## src/sv/vglp_pkg.sv

```systemverilog
// package for the variant line genotype parser
// result item layout, status codes and character constants; no dependencies

package vglp_pkg;

  // samples a line may carry at most, whatever the register says
  localparam int unsigned MAX_SAMPLES = 4096;
  // result queue depth between the parser and the output channel
  localparam int unsigned QUEUE_DEPTH = 3;

  localparam logic [30:0] POS_MAX = 31'h7FFF_FFFF;
  localparam logic [13:0] CNT_MAX = 14'd16383;

  // result kinds
  localparam logic KIND_PAIR    = 1'b0;
  localparam logic KIND_SUMMARY = 1'b1;

  // line status codes
  localparam logic [2:0] ST_OK      = 3'd0;
  localparam logic [2:0] ST_EMPTY   = 3'd1;
  localparam logic [2:0] ST_BAD_GT  = 3'd2;
  localparam logic [2:0] ST_FORMAT  = 3'd3;
  localparam logic [2:0] ST_EXCESS  = 3'd4;
  localparam logic [2:0] ST_NO_POS  = 3'd5;

  // columns of interest
  localparam logic [3:0] COL_POS    = 4'd1;
  localparam logic [3:0] COL_FORMAT = 4'd8;
  localparam logic [3:0] COL_SAMPLE = 4'd9;

  // position field progress
  localparam logic [1:0] POS_SIGN   = 2'd0;
  localparam logic [1:0] POS_DIGITS = 2'd1;
  localparam logic [1:0] POS_DONE   = 2'd2;

  // format field progress
  localparam logic [1:0] FMT_START = 2'd0;
  localparam logic [1:0] FMT_G     = 2'd1;
  localparam logic [1:0] FMT_GT    = 2'd2;
  localparam logic [1:0] FMT_BAD   = 2'd3;

  // genotype field progress
  localparam logic [1:0] GT_NONE   = 2'd0;
  localparam logic [1:0] GT_FIRST  = 2'd1;
  localparam logic [1:0] GT_BAR    = 2'd2;
  localparam logic [1:0] GT_SECOND = 2'd3;

  // characters
  localparam logic [7:0] CH_TAB   = 8'h09;
  localparam logic [7:0] CH_LF    = 8'h0A;
  localparam logic [7:0] CH_CR    = 8'h0D;
  localparam logic [7:0] CH_SPACE = 8'h20;
  localparam logic [7:0] CH_HASH  = 8'h23;
  localparam logic [7:0] CH_PLUS  = 8'h2B;
  localparam logic [7:0] CH_MINUS = 8'h2D;
  localparam logic [7:0] CH_ZERO  = 8'h30;
  localparam logic [7:0] CH_ONE   = 8'h31;
  localparam logic [7:0] CH_NINE  = 8'h39;
  localparam logic [7:0] CH_G     = 8'h47;
  localparam logic [7:0] CH_T     = 8'h54;
  localparam logic [7:0] CH_BAR   = 8'h7C;

  typedef struct packed {
    logic        kind;
    logic [11:0] sample_index;
    logic        left_hap;
    logic        right_hap;
    logic [2:0]  status;
    logic [30:0] position;
    logic [13:0] minor_count;
    logic        last;
  } result_t;

endpackage

```

## src/sv/vglp_parse.sv

```systemverilog
// per-line parse state and per-byte update for the variant line parser
// holds the sample limit register; depends on vglp_pkg

module vglp_parse (
  input  logic             clk,
  input  logic             rst,
  input  logic             take,
  input  logic [7:0]       text_byte,
  input  logic             end_of_line,
  input  logic             cfg_we,
  input  logic [12:0]      cfg_wdata,
  output logic [1:0]       res_count,
  output vglp_pkg::result_t res_first,
  output vglp_pkg::result_t res_second
);
  import vglp_pkg::*;

  logic [12:0] num_samples;

  logic [3:0]  column_number, column_number_next;
  logic        inside_field, inside_field_next;
  logic        line_fresh, line_fresh_next;
  logic [30:0] position_value, position_value_next;
  logic [1:0]  position_phase, position_phase_next;
  logic        position_negative, position_negative_next;
  logic        position_seen, position_seen_next;
  logic [1:0]  format_progress, format_progress_next;
  logic [1:0]  genotype_phase, genotype_phase_next;
  logic [7:0]  held_first_char, held_first_char_next;
  logic [7:0]  held_second_char, held_second_char_next;
  logic [13:0] ones_total, ones_total_next;
  logic [13:0] zeros_total, zeros_total_next;
  logic [12:0] sample_counter, sample_counter_next;
  logic [2:0]  line_status, line_status_next;

  // field close results
  logic [7:0]  hap_a, hap_b;
  logic        a_ok, b_ok, over_limit;
  logic [1:0]  add_ones, add_zeros;
  logic [31:0] limit;
  logic        close_pair;
  logic [2:0]  close_status;
  logic [13:0] close_ones, close_zeros;
  logic [12:0] close_samples;
  logic [3:0]  close_column;
  result_t     close_result;

  // summary and byte path helpers
  logic [2:0]  sum_status, status_now;
  logic [13:0] sum_ones, sum_zeros;
  result_t     summary;
  logic [7:0]  digit;
  logic [34:0] pos_scaled;

  function automatic logic [13:0] sat_count(input logic [13:0] v, input logic [1:0] add);
    logic [14:0] s;
    s = {1'b0, v} + {13'b0, add};
    if (s > {1'b0, CNT_MAX}) begin
      return CNT_MAX;
    end
    return s[13:0];
  endfunction

  always_comb begin
    hap_a = held_first_char;
    case (genotype_phase)
      GT_FIRST: hap_b = held_first_char;
      GT_BAR:   hap_b = 8'h00;
      default:  hap_b = held_second_char;
    endcase
    a_ok      = (hap_a == CH_ZERO) || (hap_a == CH_ONE);
    b_ok      = (hap_b == CH_ZERO) || (hap_b == CH_ONE);
    add_ones  = {1'b0, hap_a == CH_ONE} + {1'b0, hap_b == CH_ONE};
    add_zeros = {1'b0, hap_a == CH_ZERO} + {1'b0, hap_b == CH_ZERO};
    limit      = (32'(num_samples) < MAX_SAMPLES) ? 32'(num_samples) : MAX_SAMPLES;
    over_limit = 32'(sample_counter) >= limit;

    close_pair    = 1'b0;
    close_status  = line_status;
    close_ones    = ones_total;
    close_zeros   = zeros_total;
    close_samples = sample_counter;
    if (line_status == ST_OK) begin
      if (column_number == COL_FORMAT && format_progress != FMT_GT) begin
        close_status = ST_FORMAT;
      end else if (column_number >= COL_SAMPLE) begin
        if (!(a_ok && b_ok)) begin
          close_status = ST_BAD_GT;
        end else if (over_limit) begin
          close_status = ST_EXCESS;
        end else begin
          close_pair    = 1'b1;
          close_ones    = sat_count(ones_total, add_ones);
          close_zeros   = sat_count(zeros_total, add_zeros);
          close_samples = sample_counter + 13'd1;
        end
      end
    end
    close_column = (column_number < COL_SAMPLE) ? column_number + 4'd1 : column_number;

    close_result              = '0;
    close_result.kind         = KIND_PAIR;
    close_result.sample_index = sample_counter[11:0];
    close_result.left_hap     = (hap_a == CH_ONE);
    close_result.right_hap    = (hap_b == CH_ONE);
  end

  always_comb begin
    column_number_next     = column_number;
    inside_field_next      = inside_field;
    line_fresh_next        = line_fresh;
    position_value_next    = position_value;
    position_phase_next    = position_phase;
    position_negative_next = position_negative;
    position_seen_next     = position_seen;
    format_progress_next   = format_progress;
    genotype_phase_next    = genotype_phase;
    held_first_char_next   = held_first_char;
    held_second_char_next  = held_second_char;
    ones_total_next        = ones_total;
    zeros_total_next       = zeros_total;
    sample_counter_next    = sample_counter;
    line_status_next       = line_status;
    res_count  = 2'd0;
    res_first  = '0;
    res_second = '0;
    sum_status = line_status;
    sum_ones   = ones_total;
    sum_zeros  = zeros_total;
    summary    = '0;
    status_now = line_status;
    digit      = text_byte - CH_ZERO;
    pos_scaled = '0;

    if (end_of_line) begin
      if (line_fresh) begin
        sum_status = ST_EMPTY;
      end else if (inside_field) begin
        sum_status = close_status;
        sum_ones   = close_ones;
        sum_zeros  = close_zeros;
        if (close_pair) begin
          res_first = close_result;
          res_count = 2'd1;
        end
      end
      if (sum_status == ST_OK &&
          (!position_seen || (position_negative && position_value != '0))) begin
        sum_status = ST_NO_POS;
      end
      summary.kind   = KIND_SUMMARY;
      summary.status = sum_status;
      summary.last   = 1'b1;
      if (sum_status == ST_OK) begin
        summary.position    = position_value;
        summary.minor_count = (sum_ones > sum_zeros) ? sum_zeros : sum_ones;
      end
      if (res_count == 2'd0) begin
        res_first = summary;
      end else begin
        res_second = summary;
      end
      res_count = res_count + 2'd1;

      // back to the start-of-line state
      column_number_next     = '0;
      inside_field_next      = 1'b0;
      line_fresh_next        = 1'b1;
      position_value_next    = '0;
      position_phase_next    = POS_SIGN;
      position_negative_next = 1'b0;
      position_seen_next     = 1'b0;
      format_progress_next   = FMT_START;
      genotype_phase_next    = GT_NONE;
      held_first_char_next   = '0;
      held_second_char_next  = '0;
      ones_total_next        = '0;
      zeros_total_next       = '0;
      sample_counter_next    = '0;
      line_status_next       = ST_OK;
    end else begin
      if (line_fresh) begin
        line_fresh_next = 1'b0;
        if (num_samples != '0 && text_byte == CH_HASH) begin
          status_now = ST_EMPTY;
        end
      end
      line_status_next = status_now;
      if (status_now == ST_OK) begin
        if (text_byte == CH_TAB) begin
          if (inside_field) begin
            line_status_next    = close_status;
            ones_total_next     = close_ones;
            zeros_total_next    = close_zeros;
            sample_counter_next = close_samples;
            column_number_next  = close_column;
            inside_field_next   = 1'b0;
            if (close_pair) begin
              res_first      = close_result;
              res_first.last = 1'b1;
              res_count      = 2'd1;
            end
          end
        end else begin
          if (!inside_field) begin
            inside_field_next     = 1'b1;
            format_progress_next  = FMT_START;
            genotype_phase_next   = GT_NONE;
            held_first_char_next  = '0;
            held_second_char_next = '0;
            if (column_number == COL_POS) begin
              position_seen_next     = 1'b1;
              position_phase_next    = POS_SIGN;
              position_negative_next = 1'b0;
              position_value_next    = '0;
            end
          end
          pos_scaled = ({4'b0, position_value_next} << 3) +
                       ({4'b0, position_value_next} << 1) + {27'b0, digit};
          if (column_number == COL_POS) begin
            if (position_phase_next == POS_SIGN &&
                (text_byte == CH_SPACE || (text_byte >= CH_LF && text_byte <= CH_CR))) begin
              // leading white space is skipped
            end else if (position_phase_next == POS_SIGN &&
                         (text_byte == CH_PLUS || text_byte == CH_MINUS)) begin
              position_negative_next = (text_byte == CH_MINUS);
              position_phase_next    = POS_DIGITS;
            end else if (position_phase_next != POS_DONE && digit <= 8'd9) begin
              position_phase_next = POS_DIGITS;
              position_value_next = (pos_scaled > {4'b0, POS_MAX}) ? POS_MAX
                                                                   : pos_scaled[30:0];
            end else begin
              position_phase_next = POS_DONE;
            end
          end else if (column_number == COL_FORMAT) begin
            if (format_progress_next == FMT_START && text_byte == CH_G) begin
              format_progress_next = FMT_G;
            end else if (format_progress_next == FMT_G && text_byte == CH_T) begin
              format_progress_next = FMT_GT;
            end else begin
              format_progress_next = FMT_BAD;
            end
          end else if (column_number >= COL_SAMPLE) begin
            case (genotype_phase_next)
              GT_NONE: begin
                if (text_byte == CH_BAR) begin
                  held_first_char_next = '0;
                  genotype_phase_next  = GT_BAR;
                end else begin
                  held_first_char_next = text_byte;
                  genotype_phase_next  = GT_FIRST;
                end
              end
              GT_FIRST: begin
                if (text_byte == CH_BAR) begin
                  genotype_phase_next = GT_BAR;
                end
              end
              GT_BAR: begin
                held_second_char_next = text_byte;
                genotype_phase_next   = GT_SECOND;
              end
              default: begin
                // characters after the second allele are ignored
              end
            endcase
          end
        end
      end
    end
  end

  always_ff @(posedge clk) begin
    if (rst) begin
      num_samples <= '0;
    end else if (cfg_we) begin
      num_samples <= cfg_wdata;
    end
  end

  always_ff @(posedge clk) begin
    if (rst) begin
      column_number     <= '0;
      inside_field      <= 1'b0;
      line_fresh        <= 1'b1;
      position_value    <= '0;
      position_phase    <= POS_SIGN;
      position_negative <= 1'b0;
      position_seen     <= 1'b0;
      format_progress   <= FMT_START;
      genotype_phase    <= GT_NONE;
      held_first_char   <= '0;
      held_second_char  <= '0;
      ones_total        <= '0;
      zeros_total       <= '0;
      sample_counter    <= '0;
      line_status       <= ST_OK;
    end else if (take) begin
      column_number     <= column_number_next;
      inside_field      <= inside_field_next;
      line_fresh        <= line_fresh_next;
      position_value    <= position_value_next;
      position_phase    <= position_phase_next;
      position_negative <= position_negative_next;
      position_seen     <= position_seen_next;
      format_progress   <= format_progress_next;
      genotype_phase    <= genotype_phase_next;
      held_first_char   <= held_first_char_next;
      held_second_char  <= held_second_char_next;
      ones_total        <= ones_total_next;
      zeros_total       <= zeros_total_next;
      sample_counter    <= sample_counter_next;
      line_status       <= line_status_next;
    end
  end

endmodule

```

## src/sv/vcf_genotype_line_parser_core.sv

```systemverilog
// Phased genotype line parser, top level.
// Byte channel: byte_valid / byte_stall carry text_byte and end_of_line, one
// character per item; an item with end_of_line set closes the line.
// Result channel: result_valid / result_stall carry one result per item:
// a haplotype pair per sample column (kind 0) and, at each end of line, a
// summary (kind 1) with status, position and minor allele count. last marks
// the final result caused by one byte item.
// cfg_we / cfg_wdata write the sample limit; write it only while idle.
// Throughput: one byte item per cycle unless byte_stall is high. Each item
// is parsed in the cycle it is accepted and its results land in a three-entry
// result queue, so a result is registered before it is offered. An end of line
// that closes a sample column gives two results, which drain at one per cycle
// unless result_stall is high; the queue is what sets the occasional one-cycle
// stall on the byte channel. When the receiver stalls, the queue fills and
// byte_stall rises once fewer than two entries are free. Synchronous reset
// empties the queue, clears the line state and sets the sample limit to zero.
// Depends on vglp_pkg and vglp_parse.

module vcf_genotype_line_parser_core (
  input  logic        clk,
  input  logic        rst,
  input  logic        byte_valid,
  output logic        byte_stall,
  input  logic [7:0]  text_byte,
  input  logic        end_of_line,
  input  logic        cfg_we,
  input  logic [12:0] cfg_wdata,
  output logic        result_valid,
  input  logic        result_stall,
  output logic        kind,
  output logic [11:0] sample_index,
  output logic        left_hap,
  output logic        right_hap,
  output logic [2:0]  status,
  output logic [30:0] position,
  output logic [13:0] minor_count,
  output logic        last
);
  import vglp_pkg::*;

  localparam int unsigned CNT_W = $clog2(QUEUE_DEPTH + 1);

  logic             take, pop;
  logic [1:0]       res_count;
  logic [1:0]       push_count;
  result_t          res_first, res_second;
  result_t          slot [QUEUE_DEPTH];
  result_t          slot_next [QUEUE_DEPTH];
  logic [CNT_W-1:0] fill, fill_next, base;

  assign byte_stall   = fill > CNT_W'(QUEUE_DEPTH - 2);
  assign take         = byte_valid && !byte_stall;
  assign result_valid = fill != '0;
  assign pop          = result_valid && !result_stall;
  assign push_count   = take ? res_count : 2'd0;
  assign base         = fill - CNT_W'(pop);
  assign fill_next    = base + CNT_W'(push_count);

  vglp_parse u_parse (
    .clk         (clk),
    .rst         (rst),
    .take        (take),
    .text_byte   (text_byte),
    .end_of_line (end_of_line),
    .cfg_we      (cfg_we),
    .cfg_wdata   (cfg_wdata),
    .res_count   (res_count),
    .res_first   (res_first),
    .res_second  (res_second)
  );

  // shifting queue: entries move down on a pop, new items join at the tail
  for (genvar i = 0; i < QUEUE_DEPTH; i++) begin : g_slot
    always_comb begin
      if (i < QUEUE_DEPTH - 1) begin
        slot_next[i] = pop ? slot[(i + 1) % QUEUE_DEPTH] : slot[i];
      end else begin
        slot_next[i] = slot[i];
      end
      if (push_count != 2'd0 && base == CNT_W'(i)) begin
        slot_next[i] = res_first;
      end
      if (push_count == 2'd2 && CNT_W'(base + CNT_W'(1)) == CNT_W'(i)) begin
        slot_next[i] = res_second;
      end
    end

    always_ff @(posedge clk) begin
      slot[i] <= slot_next[i];
    end
  end

  always_ff @(posedge clk) begin
    if (rst) begin
      fill <= '0;
    end else begin
      fill <= fill_next;
    end
  end

  assign kind         = slot[0].kind;
  assign sample_index = slot[0].sample_index;
  assign left_hap     = slot[0].left_hap;
  assign right_hap    = slot[0].right_hap;
  assign status       = slot[0].status;
  assign position     = slot[0].position;
  assign minor_count  = slot[0].minor_count;
  assign last         = slot[0].last;

  a_fill_bound: assert property (@(posedge clk) disable iff (rst)
    fill <= CNT_W'(QUEUE_DEPTH))
    else $error("result queue overfilled");

  a_pair_then_summary: assert property (@(posedge clk) disable iff (rst)
    push_count == 2'd2 |-> res_first.kind == KIND_PAIR && !res_first.last &&
                           res_second.kind == KIND_SUMMARY && res_second.last)
    else $error("two results from one item out of order");

  a_summary_last: assert property (@(posedge clk) disable iff (rst)
    result_valid && kind == KIND_SUMMARY |-> last)
    else $error("line summary without last");

  a_pair_clean: assert property (@(posedge clk) disable iff (rst)
    result_valid && kind == KIND_PAIR |-> status == ST_OK && position == '0 &&
                                          minor_count == '0)
    else $error("pair item carries summary fields");

endmodule
```

## config.mk

```make
export PLATFORM = sky130hd
export DESIGN_NAME = vcf_genotype_line_parser_core
export DESIGN_NICKNAME = d
export VERILOG_FILES = /design/src/sv/vglp_pkg.sv /design/src/sv/vglp_parse.sv /design/src/sv/vcf_genotype_line_parser_core.sv
export SDC_FILE = /design/constraint.sdc
export NUM_CORES = 1
export LEC_CHECK = 0
export ABC_CLOCK_PERIOD_IN_PS = 11730
export BUFFER_PORTS_ARGS = -buffer_cell sky130_fd_sc_hd__buf_4
export CORE_MARGIN = 3
export CORE_UTILIZATION = 42
export CTS_BUF_LIST = sky130_fd_sc_hd__clkbuf_2 sky130_fd_sc_hd__clkbuf_4 sky130_fd_sc_hd__clkbuf_8
export DETAILED_ROUTE_END_ITERATION = 7
export GPL_TIMING_DRIVEN = 0
export SYNTH_ARGS = -nofsm -noshare
export SYNTH_HDL_FRONTEND = slang
export SYNTH_HIERARCHICAL = 1
export SYNTH_SLANG_ARGS = --single-unit
```

## constraint.sdc

```tcl
create_clock -name clk -period 11.73 [get_ports clk]
set_clock_uncertainty 0.2 [all_clocks]
set_input_delay 2.346 -clock clk [delete_from_list [all_inputs] [get_ports clk]]
set_output_delay 2.346 -clock clk [all_outputs]
set_load 0.005 [all_outputs]
```

## Word level (Yosys, flattened, before mapping)

Memory sizes are Yosys's and may differ from the RTL's.
Index checks and enable logic that the tools add are counted.

- Memories: 1
- Output and inout bits: 66
- Bits in writable memories: 192
- Register bits: 120
- Input port bits: 27

- $lt $le $gt $ge: 12
- Add/sub/neg operators: 13
- Equality and inequality tests: 30
- Mux-type cells: 188
- Reductions and logical operators: 55

Memories:

| name | words | width | read ports | clocked after Yosys merged registers in | wr ports | line | text |
|---|---|---|---|---|---|---|---|
| slot | 3 | 64 | 3 | 0 | 3 | vcf_genotype_line_parser_core.sv:47 | `result_t slot [QUEUE_DEPTH];` |

Operator list:

| kind | count |
|---|---|
| $mux W64 | 17 |
| $mux W31 | 13 |
| $mux W14 | 27 |
| $mux W8 | 17 |
| $mux W13 | 10 |
| $mux W63 | 2 |
| $mux W2 | 41 |
| $eq A8 B6 Y1 const B | 8 |
| $mux W3 | 17 |
| $mux W45 | 1 |
| $mux W1 | 36 |
| $add A34 B32 Y35 | 1 |
| $add A35 B8 Y35 | 1 |
| $gt A35 B31 Y1 const B | 1 |
| $ge A13 B32 Y1 | 1 |
| $reduce_bool A31 Y1 | 1 |
| $add A14 B2 Y15 | 2 |
| $gt A15 B14 Y1 const B | 2 |
| $eq A8 B7 Y1 const B | 3 |
| $mux W4 | 5 |
| $reduce_bool A2 Y1 | 10 |
| $logic_and A1 B1 Y1 | 19 |
| $le A8 B4 Y1 const B | 2 |
| $pmux W8 S2 | 1 |
| 29 further kinds | 60 |

## Longest topological paths before layout

- Depth after elaboration: 28
- Depth in mapped cells: 32
- Gate-level depth less buffers: 30

## Modules after synthesis

The synthesis kept the hierarchy.

Modules (own cells, without submodules):

| module | cells an instance | area each (um2) | times used | seq. area each (um2) |
|---|---|---|---|---|
| vcf_genotype_line_parser_core | 1061 | 11300.8 | 1 | 5805.6 |
| vglp_parse | 1493 | 10986.8 | 1 | 2362.3 |

## Worst setup path after synthesis

No wires, ideal clock.

- Path type: input-to-reg
- Start point: in text_byte[6]
- End point: mem slot[0][0] (netlist name), enable pin
- Stages: 10
- Setup slack: 1.724 ns
- Data arrival time: 9.223 ns
- Buffers on the path: 4
- Cells stage by stage: buf_2 -> or2_2 -> or3_1 -> or4_1 -> nand2_1 -> nor2_1 -> buf_4 -> buf_6 -> clkbuf_1 -> o311ai_1

RTL lines:

| what | line | text |
|---|---|---|
| start, declared | vcf_genotype_line_parser_core.sv:24 | `input logic [7:0] text_byte,` |
| end, declared | vcf_genotype_line_parser_core.sv:47 |  |

==> results.txt <==
The flow ran to the end, but the final reports show violations. The checks that failed: capacitance limit, slew limit. The number of buffers inserted during clock tree synthesis came out at 59.

The maximum operating frequency is 114 MHz. For this configuration, the core starts out at a cell density of 0.429. The portion of the post-synthesis area used by sequential elements came out at 0.366.

The commonest non-fill, non-tap cell in the layout is sky130_fd_sc_hd__edfxtp_1. The starting DRC count in detailed routing is 2,090. In this run the tightest slew margin relative to its limit is -0.117. Setup repair after global routing left no endpoint under its margin. The global-route wire length before repair came out at 113,000 um. The core region is 51,900 um^2. Clock-pin slew was measured on the worst setup and hold paths at 0.06 ns. The detailed-route wire length came out at 73,100 um. The number of antenna violations at the first check in global routing is 0. The detail route stage leaves a number of antenna-violating nets equal to 0. Measured along the y axis, the die boundary spans 236 um. The worst hold path belongs to the class reg -> reg.

The layout-stage area growth over the synthesis result came out at 13.9%. The power density relative to cell area came out at 163 nW/um^2. The number of rows created at floorplan is 83.

The post-cts repair resize count is 0. The ratio of cells with drive above 1 in the final layout came out at 0.146. The wire length per cell after detailed routing came out at 21.1 um. The worst setup path is launched from a flop. The tree is rooted in a sky130_fd_sc_hd__clkbuf_8. In this run the count of I/O pins placed on the die edge is 93.

For this run, the detailed router's first-pass iteration total came to 6. In this run the mean area of a mapped cell was 8.73 um^2. The maximum fanout count along the critical path is 10. Data on the critical path arrives at its endpoint at 8.99 ns. The area of the die is 55,900 um^2. The via count came out at 20,800.

The fraction of registers with async set/reset came out at 0. The count of port buffers added during placement is 89. The die is 236 um wide. The H-tree was split into 2 levels.

For this run, the total global-route usage over all layers was measured as 0.251. STA classifies the critical path endpoint as a flop. For the worst-skew pair, the clock arrives at the later sink with an insertion delay of 0.69 ns.

The net count of the finished layout is 2,859. In the layout the commonest cells are sky130_fd_sc_hd__edfxtp_1, sky130_fd_sc_hd__nor2_1, sky130_fd_sc_hd__nor3_1. VDD sags by at most 0.124 mV. The cts-stage hold buffer count came out at 0. The reg-to-reg setup timing slack is 2.97 ns. The total number of yosys warnings is 6.

Synthesis inferred 312 register bits. Measured on the finished design, the core utilization comes to 0.489. The post-route minimum period came out at 8.76 ns. The static leakage came out at 0.00948 uW.

The setup path with the least slack is of type reg -> reg. The maximum number of pins on one net before global-route repair is 35. The post-synthesis cell count came out at 2,554. Setup violations remaining at the end of the flow were counted as 0.

In this run the post-CTS setup repair buffer count came out at 0. CTS saw 312 sinks. The mapped cell area came out at 22,300 um^2. The count of unresolved DRC violations after routing came out at 0. The post-route clock period utilization came out at 0.747. The total congestion overflow after global routing is 0. The clock tree buffer depth is 3. For this run, the leading register cell type out of synthesis is sky130_fd_sc_hd__edfxtp_1.

The number of enable flip-flop cells after synthesis came out at 192. The number of global-route vias before repair is 19,800. The HPWL reported at the end of detailed placement came out at 55,100 um. Summing internal, switching and leakage power gives 4150 uW. Data on the critical path is required at its endpoint by 11.96 ns. The number of slew-limit violations in the final report is 4.

The final count of hold timing violations came out at 0. The detailed-route vias per instance came out at 6.02. The netlist uses 98 different library cells. The slew of the pin with the lowest slew margin came out at 1.63 ns. The max capacitance violation total is 1. TritonCTS built the clock tree. The final weighted congestion in routability-driven placement came out at 0.919.
## area by class of cell
cell class	count	area, um^2
well taps	680	851
repair buffers	95	788
clock inverters	12	135
multi-input cells	1834	12200
plain buffers	296	1530
inverters	126	473
flip-flops and latches	312	8170
fillers	4993	26500
diodes	1	2.50
clock buffers	99	1220
## state kept, by name (all words and copies together) (netlist names)
register,count
u_parse/num_samples,13
u_parse/inside_field,1
u_parse/format_progress,2
fill,2
u_parse/column_number,4
u_parse/position_seen,1
slot,192
u_parse/ones_total,14
u_parse/hap_a,8
u_parse/position_value,31
u_parse/line_fresh,1
u_parse/sample_counter,13
u_parse/held_second_char,8
u_parse/position_negative,1
u_parse/genotype_phase,2
u_parse/zeros_total,14
u_parse/position_phase,2
u_parse/line_status,3
## cells in the mapped netlist, types with 9 or more instances
| master | instances | area share |
|---|---|---|
| sky130_fd_sc_hd__xnor2_1 | 18 | 0.0071 |
| sky130_fd_sc_hd__o211ai_1 | 11 | 0.0037 |
| sky130_fd_sc_hd__xor2_1 | 27 | 0.011 |
| sky130_fd_sc_hd__a211oi_1 | 14 | 0.0047 |
| sky130_fd_sc_hd__ha_1 | 100 | 0.056 |
| sky130_fd_sc_hd__buf_2 | 60 | 0.013 |
| sky130_fd_sc_hd__o31ai_1 | 139 | 0.047 |
| sky130_fd_sc_hd__nand3_1 | 37 | 0.0083 |
| sky130_fd_sc_hd__and3_1 | 57 | 0.016 |
| sky130_fd_sc_hd__buf_4 | 81 | 0.027 |
| sky130_fd_sc_hd__o21ai_0 | 79 | 0.018 |
| sky130_fd_sc_hd__dfxtp_1 | 120 | 0.11 |
| sky130_fd_sc_hd__nand4_1 | 101 | 0.028 |
| sky130_fd_sc_hd__nand2b_1 | 19 | 0.0053 |
| sky130_fd_sc_hd__clkbuf_1 | 136 | 0.023 |
| sky130_fd_sc_hd__nor4_1 | 13 | 0.0036 |
| sky130_fd_sc_hd__nor2_1 | 180 | 0.030 |
| sky130_fd_sc_hd__o21ai_1 | 22 | 0.0049 |
| sky130_fd_sc_hd__a21oi_1 | 104 | 0.023 |
| sky130_fd_sc_hd__nor3_1 | 172 | 0.039 |
| sky130_fd_sc_hd__nand2_1 | 131 | 0.022 |
| sky130_fd_sc_hd__a21o_1 | 20 | 0.0067 |
| sky130_fd_sc_hd__mux2i_1 | 21 | 0.0094 |
| sky130_fd_sc_hd__inv_1 | 124 | 0.021 |
| sky130_fd_sc_hd__a311oi_1 | 9 | 0.0035 |
| sky130_fd_sc_hd__a22oi_1 | 25 | 0.0084 |
| sky130_fd_sc_hd__o22ai_1 | 9 | 0.0025 |
| sky130_fd_sc_hd__nor2b_1 | 22 | 0.0062 |
| sky130_fd_sc_hd__a31oi_1 | 149 | 0.042 |
| sky130_fd_sc_hd__a41oi_1 | 12 | 0.0047 |
| sky130_fd_sc_hd__edfxtp_1 | 192 | 0.26 |
| sky130_fd_sc_hd__mux2_1 | 60 | 0.030 |
| sky130_fd_sc_hd__or4_1 | 66 | 0.022 |
| sky130_fd_sc_hd__and2_1 | 69 | 0.019 |
| sky130_fd_sc_hd__buf_1 | 12 | 0.0020 |
## path summary, 6_finish.rpt
path | start | endpoint | cells after the start
setup / recovery | u_parse/hap_a[1] | slot[0][9] | 26
hold / removal | u_parse/position_phase[0] | u_parse/position_phase[0] | 2
setup reg to reg | u_parse/hap_a[1] | slot[0][9] | 26
hold reg to reg | u_parse/position_phase[0] | u_parse/position_phase[0] | 2
## through the flow
stage               cell area [um^2]  hold slack, ns  cells  TNS (ns)  setup WS [ns]
floorplan                      22300           0.237   2568         0           1.72
global placement               23900           0.271   3337    -76.20          -1.20
detailed placement             24000           0.275   3343         0           2.81
CTS                            25400           0.286   3454         0           2.74
global route                   25400           0.326   3454         0           2.71
finish                         25400           0.286   3455         0           2.97
## routing by layer
metal / track usage / wire, um
met1: 0.349 / 31800
met2: 0.395 / 32600
met3: 0.0463 / 6570
met4: 0.0799 / 2180
met5: 0 / 0
## cell families after synthesis
group / count (synthesis) / synth area share
and+or+nand+nor: 914 / 0.220
AOI/OAI and AO/OA: 663 / 0.199
buffers and inverters: 422 / 0.0899
DFF: 312 / 0.366
adders and majority gates: 108 / 0.0633
muxes: 89 / 0.0438
xor gates and xnor gates: 45 / 0.0177
other: 1 / 0.000168
## worst max-delay path: stages, from the launching register on
cell and delay, ns:
sky130_fd_sc_hd__dfxtp_1 0.31, sky130_fd_sc_hd__nor3_1 0.25, sky130_fd_sc_hd__nand4_1 0.51, sky130_fd_sc_hd__o41ai_2 0.85, sky130_fd_sc_hd__fa_1 0.40, sky130_fd_sc_hd__ha_1 0.29
sky130_fd_sc_hd__nand3_1 0.20, sky130_fd_sc_hd__or4b_4 0.60, sky130_fd_sc_hd__nor3_2 0.47, sky130_fd_sc_hd__a21oi_1 0.12, sky130_fd_sc_hd__nor2_1 0.11, sky130_fd_sc_hd__a31oi_1 0.10
sky130_fd_sc_hd__a31oi_1 0.26, sky130_fd_sc_hd__ha_1 0.28, sky130_fd_sc_hd__and3_1 0.19, sky130_fd_sc_hd__a221o_1 0.36, sky130_fd_sc_hd__a21o_1 0.18, sky130_fd_sc_hd__a221oi_1 0.37
sky130_fd_sc_hd__nor2b_1 0.10, sky130_fd_sc_hd__o31ai_2 0.43, sky130_fd_sc_hd__buf_2 0.34, sky130_fd_sc_hd__o21ai_0 0.13, sky130_fd_sc_hd__o32a_1 0.27, sky130_fd_sc_hd__nor2_1 0.21
sky130_fd_sc_hd__inv_1 0.06, sky130_fd_sc_hd__or4_1 0.51, sky130_fd_sc_hd__a31oi_1 0.40
## power breakdown
group	internal (uW)	leakage [uW]	switching [uW]
registers	1440	0.00282	58.2
logic	477	0.00593	959
clock network	705	0.000725	510
Power figures use the tool's default switching activity.
